<file path="src/rtl/core/fpa_pkg.sv">
// Shared opcodes, status codes, stage payload type and helpers for the fixed-point ALU.
`timescale 1ns / 1ps
package fpa_pkg;

  typedef enum logic [3:0] {
    OP_ADD      = 4'd0,
    OP_SUB      = 4'd1,
    OP_MUL      = 4'd2,
    OP_DIV      = 4'd3,
    OP_GT       = 4'd4,
    OP_LT       = 4'd5,
    OP_GE       = 4'd6,
    OP_LE       = 4'd7,
    OP_EQ       = 4'd8,
    OP_NE       = 4'd9,
    OP_MIN      = 4'd10,
    OP_MAX      = 4'd11,
    OP_INC      = 4'd12,
    OP_DEC      = 4'd13,
    OP_TO_INT   = 4'd14,
    OP_FROM_INT = 4'd15
  } fpa_op_t;

  localparam logic [1:0] ST_OK   = 2'd0;
  localparam logic [1:0] ST_DIV0 = 2'd1;
  localparam logic [1:0] ST_SAT  = 2'd2;

  // quotient bits resolved per divider stage
  localparam int DIV_STEP_BITS = 4;

  localparam logic [31:0] S32_MAX = 32'h7fff_ffff;
  localparam logic [31:0] S32_MIN = 32'h8000_0000;

  // front-end word: simple results plus operand magnitudes for mul and div
  typedef struct packed {
    fpa_op_t     op;
    logic [31:0] value;
    logic        cmp;
    logic [1:0]  status;
    logic [31:0] mag_a;
    logic [31:0] mag_b;
    logic        neg;
    logic        b_zero;
  } fpa_front_t;

  // clamp a 33-bit signed sum into 32 bits
  function automatic logic [31:0] sat33(input logic [32:0] v);
    logic [31:0] r;
    if (v[32] != v[31]) begin
      r = v[32] ? S32_MIN : S32_MAX;
    end else begin
      r = v[31:0];
    end
    return r;
  endfunction

  function automatic logic ovf33(input logic [32:0] v);
    return v[32] != v[31];
  endfunction

endpackage

</file>
<file path="src/rtl/core/fpa_mul.sv">
// Multiplier: magnitude product, rounding and saturation, then a delay to the divider depth.
`timescale 1ns / 1ps
module fpa_mul import fpa_pkg::*; #(
  parameter int FRAC_BITS = 8,
  parameter int DELAY     = 10
) (
  input  logic        clk,
  input  logic        en,
  input  logic [31:0] mag_a,
  input  logic [31:0] mag_b,
  input  logic        neg,
  output logic [31:0] value,
  output logic        sat
);

  logic [63:0] prod;
  logic        prod_neg;
  logic [63:0] rnd;
  logic        ovf;
  logic [31:0] val_line [DELAY];
  logic        sat_line [DELAY];

  // round half away from zero on the magnitude
  assign rnd = (prod + (64'd1 << (FRAC_BITS - 1))) >> FRAC_BITS;
  assign ovf = prod_neg ? (rnd > 64'h8000_0000) : (rnd > 64'h7fff_ffff);

  always_ff @(posedge clk) begin
    if (en) begin
      prod     <= mag_a * mag_b;
      prod_neg <= neg;
      val_line[0] <= ovf ? (prod_neg ? S32_MIN : S32_MAX)
                         : (prod_neg ? (~rnd[31:0] + 32'd1) : rnd[31:0]);
      sat_line[0] <= ovf;
      for (int i = 1; i < DELAY; i++) begin
        val_line[i] <= val_line[i-1];
        sat_line[i] <= sat_line[i-1];
      end
    end
  end

  assign value = val_line[DELAY-1];
  assign sat   = sat_line[DELAY-1];

endmodule

</file>
<file path="config.mk">
export PLATFORM = sky130hd
export DESIGN_NAME = fpa_mul
export DESIGN_NICKNAME = d
export VERILOG_FILES = /design/src/rtl/core/fpa_pkg.sv /design/src/rtl/core/fpa_mul.sv
export SDC_FILE = /design/constraint.sdc
export NUM_CORES = 2
export LEC_CHECK = 0
export BUFFER_PORTS_ARGS = -buffer_cell sky130_fd_sc_hd__buf_2
export CORE_ASPECT_RATIO = 0.7
export CORE_MARGIN = 2
export CORE_UTILIZATION = 59
export CTS_CLUSTER_SIZE = 10
export DETAILED_ROUTE_END_ITERATION = 7
export PLACE_DENSITY = 0.84
export RECOVER_POWER = 50
export SYNTH_ARGS = -nofsm -noshare
export SYNTH_HDL_FRONTEND = slang
export SYNTH_SLANG_ARGS = --single-unit
</file>
<file path="constraint.sdc">
create_clock -name clk -period 16.6 [get_ports clk]
set_clock_uncertainty 0.15 [all_clocks]
set_input_delay 0.83 -clock clk [delete_from_list [all_inputs] [get_ports clk]]
set_output_delay 0.83 -clock clk [all_outputs]
set_load 0.005 [all_outputs]
</file>
==> impl_metrics.json <==
{
  "yosysMostFrequentCell": "inv_1",
  "grt_pass1_wl_um": 177000,
  "post-place-cells": 5429,
  "numCtsBuffers": 44,
  "r2r-start": "prod[7]",
  "startpoint": "mag_a[7]",
  "ctsHoldBuffers": 0,
  "portBuffers": 99,
  "setup_viol": 0,
  "fillerInstances": 6158,
  "synth-edff-count": 388,
  "fmax_mhz": 109,
  "min_path_type": "register to register",
  "worstPathMaxFanout": 32,
  "worstSetupStartpointType": "input pin",
  "ys_types": 83,
  "antenna_left": 0,
  "path_class": "input pin to register",
  "drive_gt1_frac": 0.0485,
  "ioPinCount": 100,
  "final-seq-area_sq_um": 11700,
  "insertion_delay_ns": 0.56,
  "hpwl_um": 80200,
  "synth_ff_type": "edfxtp_1",
  "grtUsageTotal": 0.272,
  "endpoint_kind": "register",
  "worstMarginPinSlew_ns": 8.20,
  "ys_async_sr_fraction": 0,
  "cts_tree": "done",
  "grt_pass1_vias": 33100,
  "synth_top_cell_area_share": 0.377,
  "whs_ns": 0.255,
  "h-tree-depth": 2,
  "antenna_found_initial": 1,
  "fin_setup_tns_ns": 0,
  "cts-root-buf": "clkbuf_16",
  "synth_fp_nets": 5719,
  "row_count": 87,
  "cts.sinks": 388,
  "cts_setup_buffers": 0,
  "crit_buf_inv": 6,
  "maxSlewViolCount": 158,
  "worst_path_largest_cell_delay_ns": 0.69,
  "synth_top_area_cell": "fa_1",
  "path_clk_slew_ns": 0.07,
  "synth_common_cells": "inv_1 (931), fa_1 (895), and2_1 (611), nand2_1 (504), edfxtp_1 (388)",
  "max-slew-margin-rel": -4.47,
  "post_cts_resized": 0,
  "start_util": 0.593,
  "finalCritPeriodShare": 0.552,
  "yosysSeqAreaShare": 0.245,
  "ys_ff_latch": 388,
  "diodes": 0,
  "die_area_sq_um": 82900,
  "grt_max_degree": 158,
  "fp.dieH_um": 242,
  "wl_per_cell_um": 19.8,
  "drc_errors": 0,
  "worstHoldStart": "sat_line[0]",
  "post_synth.cell_area_avg_sq_um": 10.6,
  "detail_route.vias_per_cell": 5.67,
  "firstDrtPassIters": 8,
  "cp_common_cell": "fa_1",
  "area_delta_synth_final_pct": 4.39,
  "fin_nets": 5632,
  "status": "finished with violations",
  "netlist_instances": 4494,
  "place_congestion": 0.909,
  "maxCapViolations": 1,
  "arrival_ns": 9.31,
  "core_region_area_sq_um": 80200,
  "slowest_stage": "a2111oi_1",
  "clk_path_buf_depth": 3,
  "synth_area_sq_um": 47600,
  "wirelength_um": 108000,
  "ys_warn_count": 0,
  "multi_input_area_sq_um": 31400,
  "drt-initial-drc-count": 2554,
  "violations": "capacitance limit, slew limit",
  "rsz0062_at_grt": "no",
  "crit_family": "adder cells",
  "finalCriticalPeriod_ns": 9.16,
  "stdcell_count": 5478,
  "num_vias": 31100,
  "final_util": 0.619,
  "hold_viol": 0,
  "synth_area_leaders": "fa_1 (38%), edfxtp_1 (24%), and2_1 (8.0%)",
  "grt-ovfl-total": 0,
  "cp.required_ns": 16.75,
  "die-width_um": 343
}
[state kept, by name (all words and copies together), names as in the netlist]
register	count
prod_neg	1
prod	57
val_line	320
sat_line	10
[per-layer routing]
metal,vias to the layer above,wire [um],GRT usage
met4,2,3220,0.0762
met5,-,13,0
met3,267,12800,0.0819
met2,1666,49800,0.415
li1,13500,-,-
met1,15700,42700,0.383
[path summary, 6_finish.rpt]
path / to / slack (ns) / cells past startpoint
max: prod[63] / 7.44 / 25
min: sat_line[1] / 0.26 / 0
max reg2reg: val_line[0][1] / 11.92 / 11
min reg2reg: sat_line[1] / 0.26 / 0
[kinds of logic after synthesis]
family	share of synthesized area
AO/OA/AOI/OAI	0.0406
buffers and inverters	0.0941
XOR/XNOR	0.0231
multiplexers	0.00158
adder cells (fa/ha/maj)	0.446
flip-flops	0.245
AND/OR/NAND/NOR	0.150
[layout by cell type (no fill, tap or decap), drive strengths merged, types with 9 or more instances in the layout]
cell type and instances:
a21o 31, a21oi 80, and2 614, and3 14, buf 105, clkbuf 49
edfxtp 388, fa 895, ha 263, inv 931, nand2 505, nand3 40
nand4 38, nor2 67, nor3 22, nor4 14, o21a 9, o21ai 89
o21bai 18, xnor2 78, xor2 45
[cell type report]
cell class / count / share of cell area
clock buffers: 47 / 0.0228
well taps: 1068 / 0.0269
multi-input cells: 2935 / 0.633
flip-flops and latches: 388 / 0.235
clock inverters: 2 / 0.000932
inverters: 931 / 0.0704
repair buffers: 107 / 0.0111
[per-stage QoR]
step           setup slack [ns]  instance area [sq um]
6_report                   7.44                  49600
5_1_grt                    6.80                  49600
4_1_cts                    7.64                  49700
3_5_place_dp               7.05                  48500
3_3_place_gp               7.32                  48500
2_1_floorplan              8.42                  47600
Power is left out: the tool's default activity adds up to more than one toggle a clock period on the data nets, which glitch-free logic cannot reach.
