File: config.mk
export PLATFORM = sky130hd
export DESIGN_NAME = fpa_front
export DESIGN_NICKNAME = d
export VERILOG_FILES = /design/src/rtl/core/fpa_pkg.sv /design/src/rtl/core/fpa_front.sv
export SDC_FILE = /design/constraint.sdc
export NUM_CORES = 1
export LEC_CHECK = 0
export BUFFER_PORTS_ARGS = -buffer_cell sky130_fd_sc_hd__buf_4
export CAP_MARGIN = 40
export CORE_MARGIN = 4
export CORE_UTILIZATION = 28
export DETAILED_ROUTE_END_ITERATION = 10
export GPL_TIMING_DRIVEN = 0
export PLACE_DENSITY = 0.48
export SYNTH_ARGS = -nofsm -noshare
export SYNTH_HDL_FRONTEND = slang
export SYNTH_SLANG_ARGS = --single-unit
export TNS_END_PERCENT = 1
File: constraint.sdc
create_clock -name clk -period 8 [get_ports clk]
set_clock_uncertainty 0.15 [all_clocks]
set_input_delay 0.4 -clock clk [delete_from_list [all_inputs] [get_ports clk]]
set_output_delay 0.4 -clock clk [all_outputs]
set_load 0.01 [all_outputs]
File: src/rtl/core/fpa_pkg.sv
// Shared opcodes, status codes, stage payload type and helpers for the fixed-point ALU.
`timescale 1ns / 1ps
package fpa_pkg;

  typedef enum logic [3:0] {
    OP_ADD      = 4'd0,
    OP_SUB      = 4'd1,
    OP_MUL      = 4'd2,
    OP_DIV      = 4'd3,
    OP_GT       = 4'd4,
    OP_LT       = 4'd5,
    OP_GE       = 4'd6,
    OP_LE       = 4'd7,
    OP_EQ       = 4'd8,
    OP_NE       = 4'd9,
    OP_MIN      = 4'd10,
    OP_MAX      = 4'd11,
    OP_INC      = 4'd12,
    OP_DEC      = 4'd13,
    OP_TO_INT   = 4'd14,
    OP_FROM_INT = 4'd15
  } fpa_op_t;

  localparam logic [1:0] ST_OK   = 2'd0;
  localparam logic [1:0] ST_DIV0 = 2'd1;
  localparam logic [1:0] ST_SAT  = 2'd2;

  // quotient bits resolved per divider stage
  localparam int DIV_STEP_BITS = 4;

  localparam logic [31:0] S32_MAX = 32'h7fff_ffff;
  localparam logic [31:0] S32_MIN = 32'h8000_0000;

  // front-end word: simple results plus operand magnitudes for mul and div
  typedef struct packed {
    fpa_op_t     op;
    logic [31:0] value;
    logic        cmp;
    logic [1:0]  status;
    logic [31:0] mag_a;
    logic [31:0] mag_b;
    logic        neg;
    logic        b_zero;
  } fpa_front_t;

  // clamp a 33-bit signed sum into 32 bits
  function automatic logic [31:0] sat33(input logic [32:0] v);
    logic [31:0] r;
    if (v[32] != v[31]) begin
      r = v[32] ? S32_MIN : S32_MAX;
    end else begin
      r = v[31:0];
    end
    return r;
  endfunction

  function automatic logic ovf33(input logic [32:0] v);
    return v[32] != v[31];
  endfunction

endpackage

File: src/rtl/core/fpa_front.sv
// Front stage: add, sub, compares, min/max, inc/dec, int conversions, operand magnitudes.
`timescale 1ns / 1ps
module fpa_front import fpa_pkg::*; #(
  parameter int FRAC_BITS = 8
) (
  input  logic               clk,
  input  logic               en,
  input  fpa_op_t            op,
  input  logic signed [31:0] a,
  input  logic signed [31:0] b,
  output fpa_front_t         q
);

  localparam int FW = 32 + FRAC_BITS;

  logic [32:0]   sum, diff, inc, dec;
  logic [FW-1:0] wide;
  logic          wide_ovf;
  fpa_front_t    d;

  // full-width sums and shifted integer
  assign sum  = {a[31], a} + {b[31], b};
  assign diff = {a[31], a} - {b[31], b};
  assign inc  = {a[31], a} + 33'd1;
  assign dec  = {a[31], a} - 33'd1;
  assign wide = {{FRAC_BITS{a[31]}}, a} << FRAC_BITS;
  assign wide_ovf = !((&wide[FW-1:31]) || !(|wide[FW-1:31]));

  // decode the simple operations
  always_comb begin
    d        = '0;
    d.op     = op;
    d.mag_a  = a[31] ? (~a + 32'd1) : a;
    d.mag_b  = b[31] ? (~b + 32'd1) : b;
    d.neg    = a[31] ^ b[31];
    d.b_zero = (b == 32'sd0);
    unique case (op)
      OP_ADD: begin
        d.value  = sat33(sum);
        d.status = ovf33(sum) ? ST_SAT : ST_OK;
      end
      OP_SUB: begin
        d.value  = sat33(diff);
        d.status = ovf33(diff) ? ST_SAT : ST_OK;
      end
      OP_GT:  d.cmp = a > b;
      OP_LT:  d.cmp = a < b;
      OP_GE:  d.cmp = a >= b;
      OP_LE:  d.cmp = a <= b;
      OP_EQ:  d.cmp = a == b;
      OP_NE:  d.cmp = a != b;
      OP_MIN: d.value = (a < b) ? a : b;
      OP_MAX: d.value = (a > b) ? a : b;
      OP_INC: begin
        d.value  = sat33(inc);
        d.status = ovf33(inc) ? ST_SAT : ST_OK;
      end
      OP_DEC: begin
        d.value  = sat33(dec);
        d.status = ovf33(dec) ? ST_SAT : ST_OK;
      end
      OP_TO_INT: d.value = a >>> FRAC_BITS;
      OP_FROM_INT: begin
        d.value  = wide_ovf ? (a[31] ? S32_MIN : S32_MAX) : wide[31:0];
        d.status = wide_ovf ? ST_SAT : ST_OK;
      end
      default: d.value = '0;
    endcase
  end

  // hold on stall
  always_ff @(posedge clk) begin
    if (en) begin
      q <= d;
    end
  end

endmodule

==> results of run 1 <==
[report_power, final]
part	switching (mW)	leakage (nW)	internal [mW]
logic	0.597	4.41	0.336
registers	0.0183	1.01	0.674
clock network	0.237	0.147	0.244
[worst max-delay path, stage by stage]
cell and delay (ps):
buf_4 90, clkbuf_1 390, inv_1 130, ha_1 380
clkbuf_1 290, nand3_1 160, nand2_1 70, a221oi_1 420
a21o_1 390, nand2_1 140, o21ai_0 540, clkbuf_1 430
clkbuf_1 720, a2bb2oi_1 360, o2111ai_1 530
[final cells by class]
cell class | instances | area (sq um)
Fill cell | 4773 | 29300
Multi-Input combinational cell | 1300 | 8700
Sequential cell | 104 | 3120
Timing Repair Buffer | 185 | 1410
Tap cell | 592 | 741
Buffer | 126 | 509
Inverter | 77 | 289
Clock buffer | 10 | 229
Clock inverter | 6 | 66.3
Antenna cell | 1 | 2.50
[layout by cell type (no fill, tap or decap), drive strengths merged, types with 16 or more instances in the layout]
master / netlist / final
or4: 17 / 17
clkbuf: 96 / 106
o31ai: 23 / 23
nor4: 21 / 21
xor2: 25 / 25
nor3: 69 / 69
nand2b: 23 / 23
a21o: 16 / 16
xnor2: 135 / 135
or3: 30 / 30
nand4: 32 / 32
nand3: 43 / 43
nor2: 100 / 100
a211oi: 18 / 18
o211ai: 26 / 26
o21ai: 126 / 126
a31oi: 21 / 21
ha: 67 / 67
inv: 76 / 78
nand2: 145 / 145
edfxtp: 104 / 104
o2111ai: 22 / 22
a21oi: 101 / 101
buf: 30 / 214
mux2i: 20 / 20
a2111oi: 17 / 17
[per-layer routing]
metal | GRT usage | wire (microns) | share of wire | vias to the layer above
li1 | - | - | - | 6364
met1 | 0.360 | 28900 | 0.44 | 6905
met2 | 0.406 | 28800 | 0.44 | 642
met3 | 0.0379 | 4310 | 0.066 | 130
met4 | 0.123 | 3200 | 0.049 | 0
met5 | 0 | 0 | 0 | -
[cells in the mapped netlist, types with 7 or more instances]
| library cell | count |
|---|---|
| nand2_1 | 143 |
| xnor2_1 | 135 |
| o21ai_0 | 125 |
| edfxtp_1 | 104 |
| a21oi_1 | 100 |
| nor2_1 | 100 |
| clkbuf_1 | 96 |
| inv_1 | 76 |
| ha_1 | 67 |
| nor3_1 | 66 |
| nand3_1 | 43 |
| nand4_1 | 32 |
| or3_1 | 30 |
| o211ai_1 | 26 |
| xor2_1 | 25 |
| nand2b_1 | 22 |
| o2111ai_1 | 22 |
| o31ai_1 | 22 |
| a31oi_1 | 21 |
| nor4_1 | 21 |
| mux2i_1 | 20 |
| a211oi_1 | 18 |
| or4_1 | 17 |
| a2111oi_0 | 16 |
| a21o_1 | 16 |
| buf_2 | 14 |
| buf_1 | 13 |
| and2_1 | 12 |
| nor2b_1 | 12 |
| o21bai_1 | 11 |
| or2_2 | 11 |
| and3_1 | 10 |
| o21a_1 | 10 |
| a211o_1 | 9 |
| a221oi_1 | 9 |
| and4_1 | 8 |
| mux2_2 | 8 |
| a221o_1 | 7 |
| maj3_1 | 7 |
[logic make-up (layout without fill, tap and decap cells)]
kind of cell | count (synthesis) | after routing | share of synthesized area
XOR/XNOR | 160 | 160 | 0.111
adder cells (fa/ha/maj) | 76 | 76 | 0.0752
other | 1 | 2 | 0.000297
multiplexers | 28 | 28 | 0.0230
AO/OA/AOI/OAI | 477 | 477 | 0.252
AND/OR/NAND/NOR | 558 | 558 | 0.228
buffers and inverters | 203 | 404 | 0.0633
flip-flops | 104 | 104 | 0.247
[worst min-delay path by stage]
stage | from | endpoint | slack, ps | cells after the start
6_report | op[0] | q[101] | 70 | 1
4_1_cts | op[1] | q[102] | 50 | 1
3_5_place_dp | op[1] | q[102] | 480 | 1
3_3_place_gp | op[0] | q[101] | 490 | 1
2_1_floorplan | op[0] | q[101] | 350 | 0
5_1_grt | op[1] | q[102] | 60 | 1
==> results.toml, run 1 <==
[outcome]
outcome = "finished clean"

[clock_tree]
path_clk_slew_ps = 70
post_cts_buffers = 0
cts_made_buffers = 9
cts_hold_buf = 0
cts_tree = "done"
cts_root_buf = "clkbuf_16"
htree_levels = 3
cts-resized-gates = 0
cts_sinks = 104
cts_buffer_depth = 2

[power_and_ir_drop]
power_mw = 2.11
peakVddDrop_v = 0.0000875
p_per_area_mw_per_mm2 = 140
power_leakage_nw = 5.57

[sta]
worst_pin_slew_ps = 981
period_share = 0.680
min_period_ps = 5440
rsz0062_at_grt = "false"
finalHoldWorstSlack_ps = 69.1
max_slew_margin = 0.342
setup_viol = 0
hold_violations = 0
fin_tns_setup_ps = 0
max_freq_ghz = 0.184
report.final.slew_viol_count = 0
timing.final.ws_setup_ps = 2560

[place]
post-place-ws_ps = 2350
dp_hpwl_microns = 52700
port_buffers = 173
gp_congestion = 0.966
dp.cells = 2384
place_area_sq_mm = 0.0148

[synth]
synth_top_cell_area_share = 0.247
syn_nets = 1746
synth_edf_count = 104
synth_cell_types = 87
async_reset_ff_frac = 0
ys.flop_type = "edfxtp_1"
syn_avg_cell_area_sq_um = 7.85
synth_seq_cells = 104
ys_warn_count = 0
synthCells = 1607
ys_seq_area_frac = 0.247
synth_top_area_cell = "edfxtp_1"
synth_area_leaders = "edfxtp_1, xnor2_1, ha_1"
synth.cell_area_sq_mm = 0.0126

[floorplan]
pin_count = 175
start_util = 0.284
core_area_sq_mm = 0.0444
dieArea_sq_mm = 0.0485
die_w_microns = 220
fp-row-count = 77
die_y_microns = 220

[finish]
final-instance-count-excl-fill = 2401
layout-area-overhead-vs-synth_pct = 19.4
final_nets = 1942
largest_reg_flops = 104
regMostFlops = "q"
drive_gt1_frac = 0.142
utilization = 0.339
stdcell_area_sq_mm = 0.0151
reg_top3 = "q x104"

[critical_path]
cp.required_ps = 8000
worstSetupStartpointType = "input pin"
crit_path_max_fanout = 10
crit_path_end_kind = "flip-flop"
worstPathArrival_ps = 5440
startpoint = "b[26]"
critPathKind = "input pin to flip-flop"
endpoint = "q[89]"

[drt]
routed_via_density = 5.85
drc = 0
first_pass_iters = 5
avgRoutedWirePerCell_microns = 27.1
drt-initial-drc-count = 1486
routed-via-count = 14041
totalWireLength_microns = 65200
ant_nets = 0

[global_route]
antenna_found_initial = 0
grt_first_pass_wirelength_microns = 93200
grtUsageTotal = 0.262
grt_max_degree = 54
grt_pass1_vias = 13356
overflow = 0

[worst_hold_path]
hp-class = "input pin to flip-flop"

[run]
drv_cap = 0
Note: power is estimated with default switching activity, not from simulation.
==> run 2, diff against run 1 <==
PLACE_DENSITY = 0.49   (was 0.48)
clock period = 5 ns   (was 8 ns; I/O delays follow)
==> run 2 against run 1 <==
Compared with the run above:
- setup slack got worse by 2500 ps
- critical path type unchanged
- final cell count increased by 0.21%
- critical endpoint unchanged
- highest routed layer unchanged
- clock power increased by 55%
==> results.toml, run 2 (synthesis results as in run 1) <==
[place]
place_area_sq_mm = 0.0148
post-place-ws_ps = -455
gp_congestion = 0.999
dp.cells = 2384
port_buffers = 173
dp_hpwl_microns = 51900

[drt]
routed-via-count = 14066
routed_via_density = 5.85
totalWireLength_microns = 64500
ant_nets = 0
drc = 0
avgRoutedWirePerCell_microns = 26.8
first_pass_iters = 6
drt-initial-drc-count = 1684

[finish]
stdcell_area_sq_mm = 0.0151
final_nets = 1948
largest_reg_flops = 104
final-instance-count-excl-fill = 2406
layout-area-overhead-vs-synth_pct = 19.9
antennaDiodeCount = 0
layout_commonest_cell = "buf_4"
regMostFlops = "q"
reg_top3 = "q x104"
drive_gt1_frac = 0.141
mostFrequentLayoutCells = "buf_4, nand2_1, xnor2_1"
utilization = 0.341

[run]
drv_cap = 0

[global_route]
grt_first_pass_wirelength_microns = 92000
use_met2 = 0.399
grt_max_degree = 55
use_met3 = 0.0393
grt_busiest_layer = "met2"
antenna_found_initial = 1
grt_use_met1 = 0.354
grtUsageTotal = 0.258
grt_pass1_vias = 13239
overflow = 0

[floorplan]
core_area_sq_mm = 0.0444
die_w_microns = 220
start_util = 0.284
pin_count = 175
fp-row-count = 77
die_y_microns = 220
dieArea_sq_mm = 0.0485

[sta]
period_share = 0.988
setup_viol = 0
worst_pin_slew_ps = 896
max_slew_margin = 0.399
min_period_ps = 4940
finalHoldWorstSlack_ps = 28.2
hold_violations = 0
fin_tns_setup_ps = 0
report.final.slew_viol_count = 0
timing.final.ws_setup_ps = 62.2
max_freq_ghz = 0.203
rsz0062_at_grt = "true"

[critical_path]
crit_path_max_fanout = 10
critPathKind = "input pin to flip-flop"
cp_cell_sequence = "buf_4 -> clkbuf_1 -> inv_1 -> ha_1 -> buf_1 -> and4_1 -> nand2_1 -> nor3_1 -> o211ai_1 -> a21oi_1 -> o21ai_1 -> clkbuf_1 -> clkbuf_2 -> a2bb2oi_1 -> o2111ai_1"
worstPathArrival_ps = 4830
worstSetupStartpointType = "input pin"
cp.required_ps = 4890
crit_path_end_kind = "flip-flop"
crit_top_cell = "clkbuf_1"
slowest_delay_ps = 520
slowest_stage = "a21oi_1"

[clock_tree]
cts_made_buffers = 9
cts_root_buf = "clkbuf_16"
path_clk_slew_ps = 80
cts_buffer_depth = 2
post_cts_buffers = 0
cts_tree = "done"
cts_sinks = 104
htree_levels = 3

[power_and_ir_drop]
power_leakage_nw = 5.59
peakVddDrop_v = 0.000150
p_per_area_mw_per_mm2 = 222
power_mw = 3.35

[outcome]
outcome = "finished clean"

[worst_hold_path]
hp-class = "input pin to flip-flop"
-- run 2: cell count changes in the layout (fill, tap and decap cells not counted), sizes merged --
cell         delta
clkbuf          +3
clkinv          -1
diode           -1
dlygate4sd3     +6
inv             -2
-- run 2: worst max-delay path, delay by kind of cell --
family	cells	cell delay, ps
AOI/OAI and AO/OA	5	1870
adders and majority gates	1	350
buffers and inverters	6	1650
and+or+nand+nor	3	710
-- run 2: layer usage --
metal | part of all wire | vias up
li1 | - | 6379
met1 | 0.43 | 6784
met4 | 0.049 | 0
met5 | 0 | -
met3 | 0.073 | 137
met2 | 0.44 | 766
-- run 2: power by group --
| part | leakage, nW | internal, mW | switching (mW) | total [mW] |
|---|---|---|---|---|
| clock network | 0.135 | 0.388 | 0.358 | 0.746 |
| logic | 4.45 | 0.541 | 0.957 | 1.50 |
| registers | 1.01 | 1.08 | 0.0291 | 1.11 |
| total | 5.59 | 2.01 | 1.34 | 3.35 |
-- run 2: final timing paths --
path / from / to / slack, ps / cells past startpoint
worst max-delay path: b[18] / q[89] / 60 / 15
worst min-delay path: b[23] / q[25] / 30 / 2
-- run 2: final cells by class --
| cell class | count | area [sq um] |
|---|---|---|
| Fill cell | 4772 | 29300 |
| Buffer | 126 | 514 |
| Multi-Input combinational cell | 1300 | 8710 |
| Sequential cell | 104 | 3120 |
| Inverter | 77 | 289 |
| Timing Repair Buffer | 191 | 1470 |
| Tap cell | 592 | 741 |
| Clock inverter | 3 | 42.5 |
| Clock buffer | 13 | 240 |
-- run 2: repair_timing --
item	in CTS	in global routing
resized for setup	1	9
gates cloned	0	0
endpoints found under the hold margin	6	0
hold buffers	6	0
endpoints found under the setup margin	1	18
==> run 3, diff against run 2 <==
ABC_AREA = 1   (was default)
PLACE_DENSITY = default   (was 0.49)
clock period = 4.6 ns   (was 5 ns; I/O delays follow)
==> run 3 against run 2 <==
Compared with the run above:
- first-iteration DRC count down 6.7%
- sequential cell count is the same
- combinational power rose by 19%
- die area is 9.5% higher
- worst hold slack worse by 18 ps
- highest routed layer unchanged
- setup slack improved by 330 ps
- routed wire length grew 5.1%
==> results.toml, run 3 <==
[global_route]
grt_max_degree = 68
antenna_found_initial = 0
grt_first_pass_wirelength_microns = 98100
overflow = 0
grt_pass1_vias = 15617
grtUsageTotal = 0.247

[synth]
ys_warn_count = 0
ys_seq_area_frac = 0.225
async_reset_ff_frac = 0
synth.cell_area_sq_mm = 0.0139
synth_top_cell_area_share = 0.225
syn_nets = 2445
synth_commonest_cells = "nand2_1, nor2_1, nand3_1"
synth_top_area_cell = "edfxtp_1"
synth.most_common_cell = "nand2_1"
syn_avg_cell_area_sq_um = 6.01
synth_area_leaders = "edfxtp_1, nand2_1, nand3_1"
synth_cell_types = 43
synth_seq_cells = 104
synth_edf_count = 104
ys.flop_type = "edfxtp_1"
synthCells = 2306

[finish]
layout_commonest_cell = "nand2_1"
layout.area.seq_sq_mm = 0.00312
mostFrequentLayoutCells = "nand2_1, nor2_1, nand3_1"
drive_gt1_frac = 0.120
final_nets = 2637
layout-area-overhead-vs-synth_pct = 18.2
stdcell_area_sq_mm = 0.0164
antennaDiodeCount = 0
multi_input_area_sq_mm = 0.00925
reg_top3 = "q x104"
regMostFlops = "q"
n_fill_cell = 5596
largest_reg_flops = 104
final-instance-count-excl-fill = 3167

[drt]
routed-via-count = 16269
avgRoutedWirePerCell_microns = 21.4
first_pass_iters = 6
drc = 0
drt-initial-drc-count = 1572
totalWireLength_microns = 67800
ant_nets = 0
routed_via_density = 5.14

[sta]
max_slew_margin = 0.433
finalHoldWorstSlack_ps = 10.1
fin_tns_setup_ps = 0
hold_violations = 0
setup_viol = 0
report.final.slew_viol_count = 0
rsz0062_at_grt = "false"
worst_pin_slew_ps = 850
max_freq_ghz = 0.238
period_share = 0.915
min_period_ps = 4210

[critical_path]
crit_top_cell = "nand4_1"
worstSetupStartpointType = "input pin"
crit_path_max_fanout = 10
path_delay_family = "buffers and inverters"
worstPathArrival_ps = 4100
critPathKind = "input pin to flip-flop"
crit_path_end_kind = "flip-flop"
path_depth = 14
slowest_stage = "buf_1"
cp_cell_sequence = "buf_4 -> inv_1 -> buf_1 -> ha_1 -> nand2_1 -> nor2_1 -> nand2_1 -> nor2_1 -> nand4_1 -> clkbuf_1 -> clkbuf_1 -> nand4_1 -> nand3_1 -> nand4_1"
slowest_delay_ps = 690
cp.required_ps = 4490
path_buf_inv = 5

[place]
dp.cells = 3145
dp_hpwl_microns = 57300
gp_congestion = 1.02
port_buffers = 173
place_area_sq_mm = 0.0160

[floorplan]
pin_count = 175
dieArea_sq_mm = 0.0532
core_area_sq_mm = 0.0490
fp-row-count = 81
start_util = 0.283
die_w_microns = 231
die_y_microns = 231

[clock_tree]
path_clk_slew_ps = 70
htree_levels = 3
cts_sinks = 104
cts_root_buf = "clkbuf_16"
cts_buffer_depth = 2
cts_made_buffers = 9
cts_tree = "done"

[power_and_ir_drop]
power_leakage_nw = 7.84
p_per_area_mw_per_mm2 = 232
peakVddDrop_v = 0.000143

[worst_hold_path]
hp-class = "input pin to flip-flop"
whs_path_depth = 2

[run]
drv_cap = 0

[outcome]
outcome = "finished clean"
run 3: cell types whose count changed in the layout (fill, tap and decap cells not counted), moves of 54 or more:
cell	delta
nand2_1	+573
nand3_1	+202
nor2_1	+172
inv_1	+149
xnor2_1	-132
xor2_1	+85
clkbuf_1	-62
buf_2	+54
run 3: where the power goes:
| part | total, mW | switching, mW | internal (mW) |
|---|---|---|---|
| registers | 1.19 | 0.0286 | 1.17 |
| logic | 1.78 | 1.21 | 0.569 |
| clock network | 0.824 | 0.394 | 0.430 |
| total | 3.80 | 1.63 | 2.16 |
run 3: metal layers:
| layer | wire, microns | vias to the layer above | GRT usage | part of all wire |
|---|---|---|---|---|
| met2 | 31800 | 808 | 0.419 | 0.47 |
| met1 | 26900 | 7371 | 0.311 | 0.40 |
| met4 | 3860 | 0 | 0.122 | 0.057 |
| met3 | 5230 | 178 | 0.0263 | 0.077 |
| li1 | - | 7912 | - | - |
| met5 | 0 | - | 0 | 0 |
run 3: layout make-up:
cell class / instances / area share
multi-input cells: 1844 / 0.564
flip-flops and latches: 104 / 0.190
repair buffers: 181 / 0.0849
inverters: 236 / 0.0540
well taps: 664 / 0.0507
plain buffers: 122 / 0.0372
clock buffers: 10 / 0.0140
clock inverters: 6 / 0.00458
run 3: cells by family (layout without fill, tap and decap cells):
family,after synthesis,in the layout,share of synthesized area
other,1,1,0.000270
xor gates and xnor gates,113,113,0.0714
adders and majority gates,69,69,0.0633
buffers and inverters,358,555,0.108
and+or+nand+nor,1390,1390,0.426
AOI/OAI and AO/OA,271,271,0.105
DFF,104,104,0.225
run 3: stage by stage:
stage	power (mW)	utilization	worst slack, ps
finish	3.80	0.335	392
floorplan	2.23	-	1890
CTS	3.80	0.335	494
global route	4.02	0.335	390
detailed placement	2.95	0.327	102
global placement	2.95	0.327	135
run 3: final timing paths:
path	from	to	slack [ps]
max	b[31]	q[90]	390
min	b[29]	q[33]	10
run 3: what timing repair did:
action,CTS,global route
hold buffers,6,0
resized for setup,0,0
hold endpoints to repair,6,0
buffers inserted,0,0
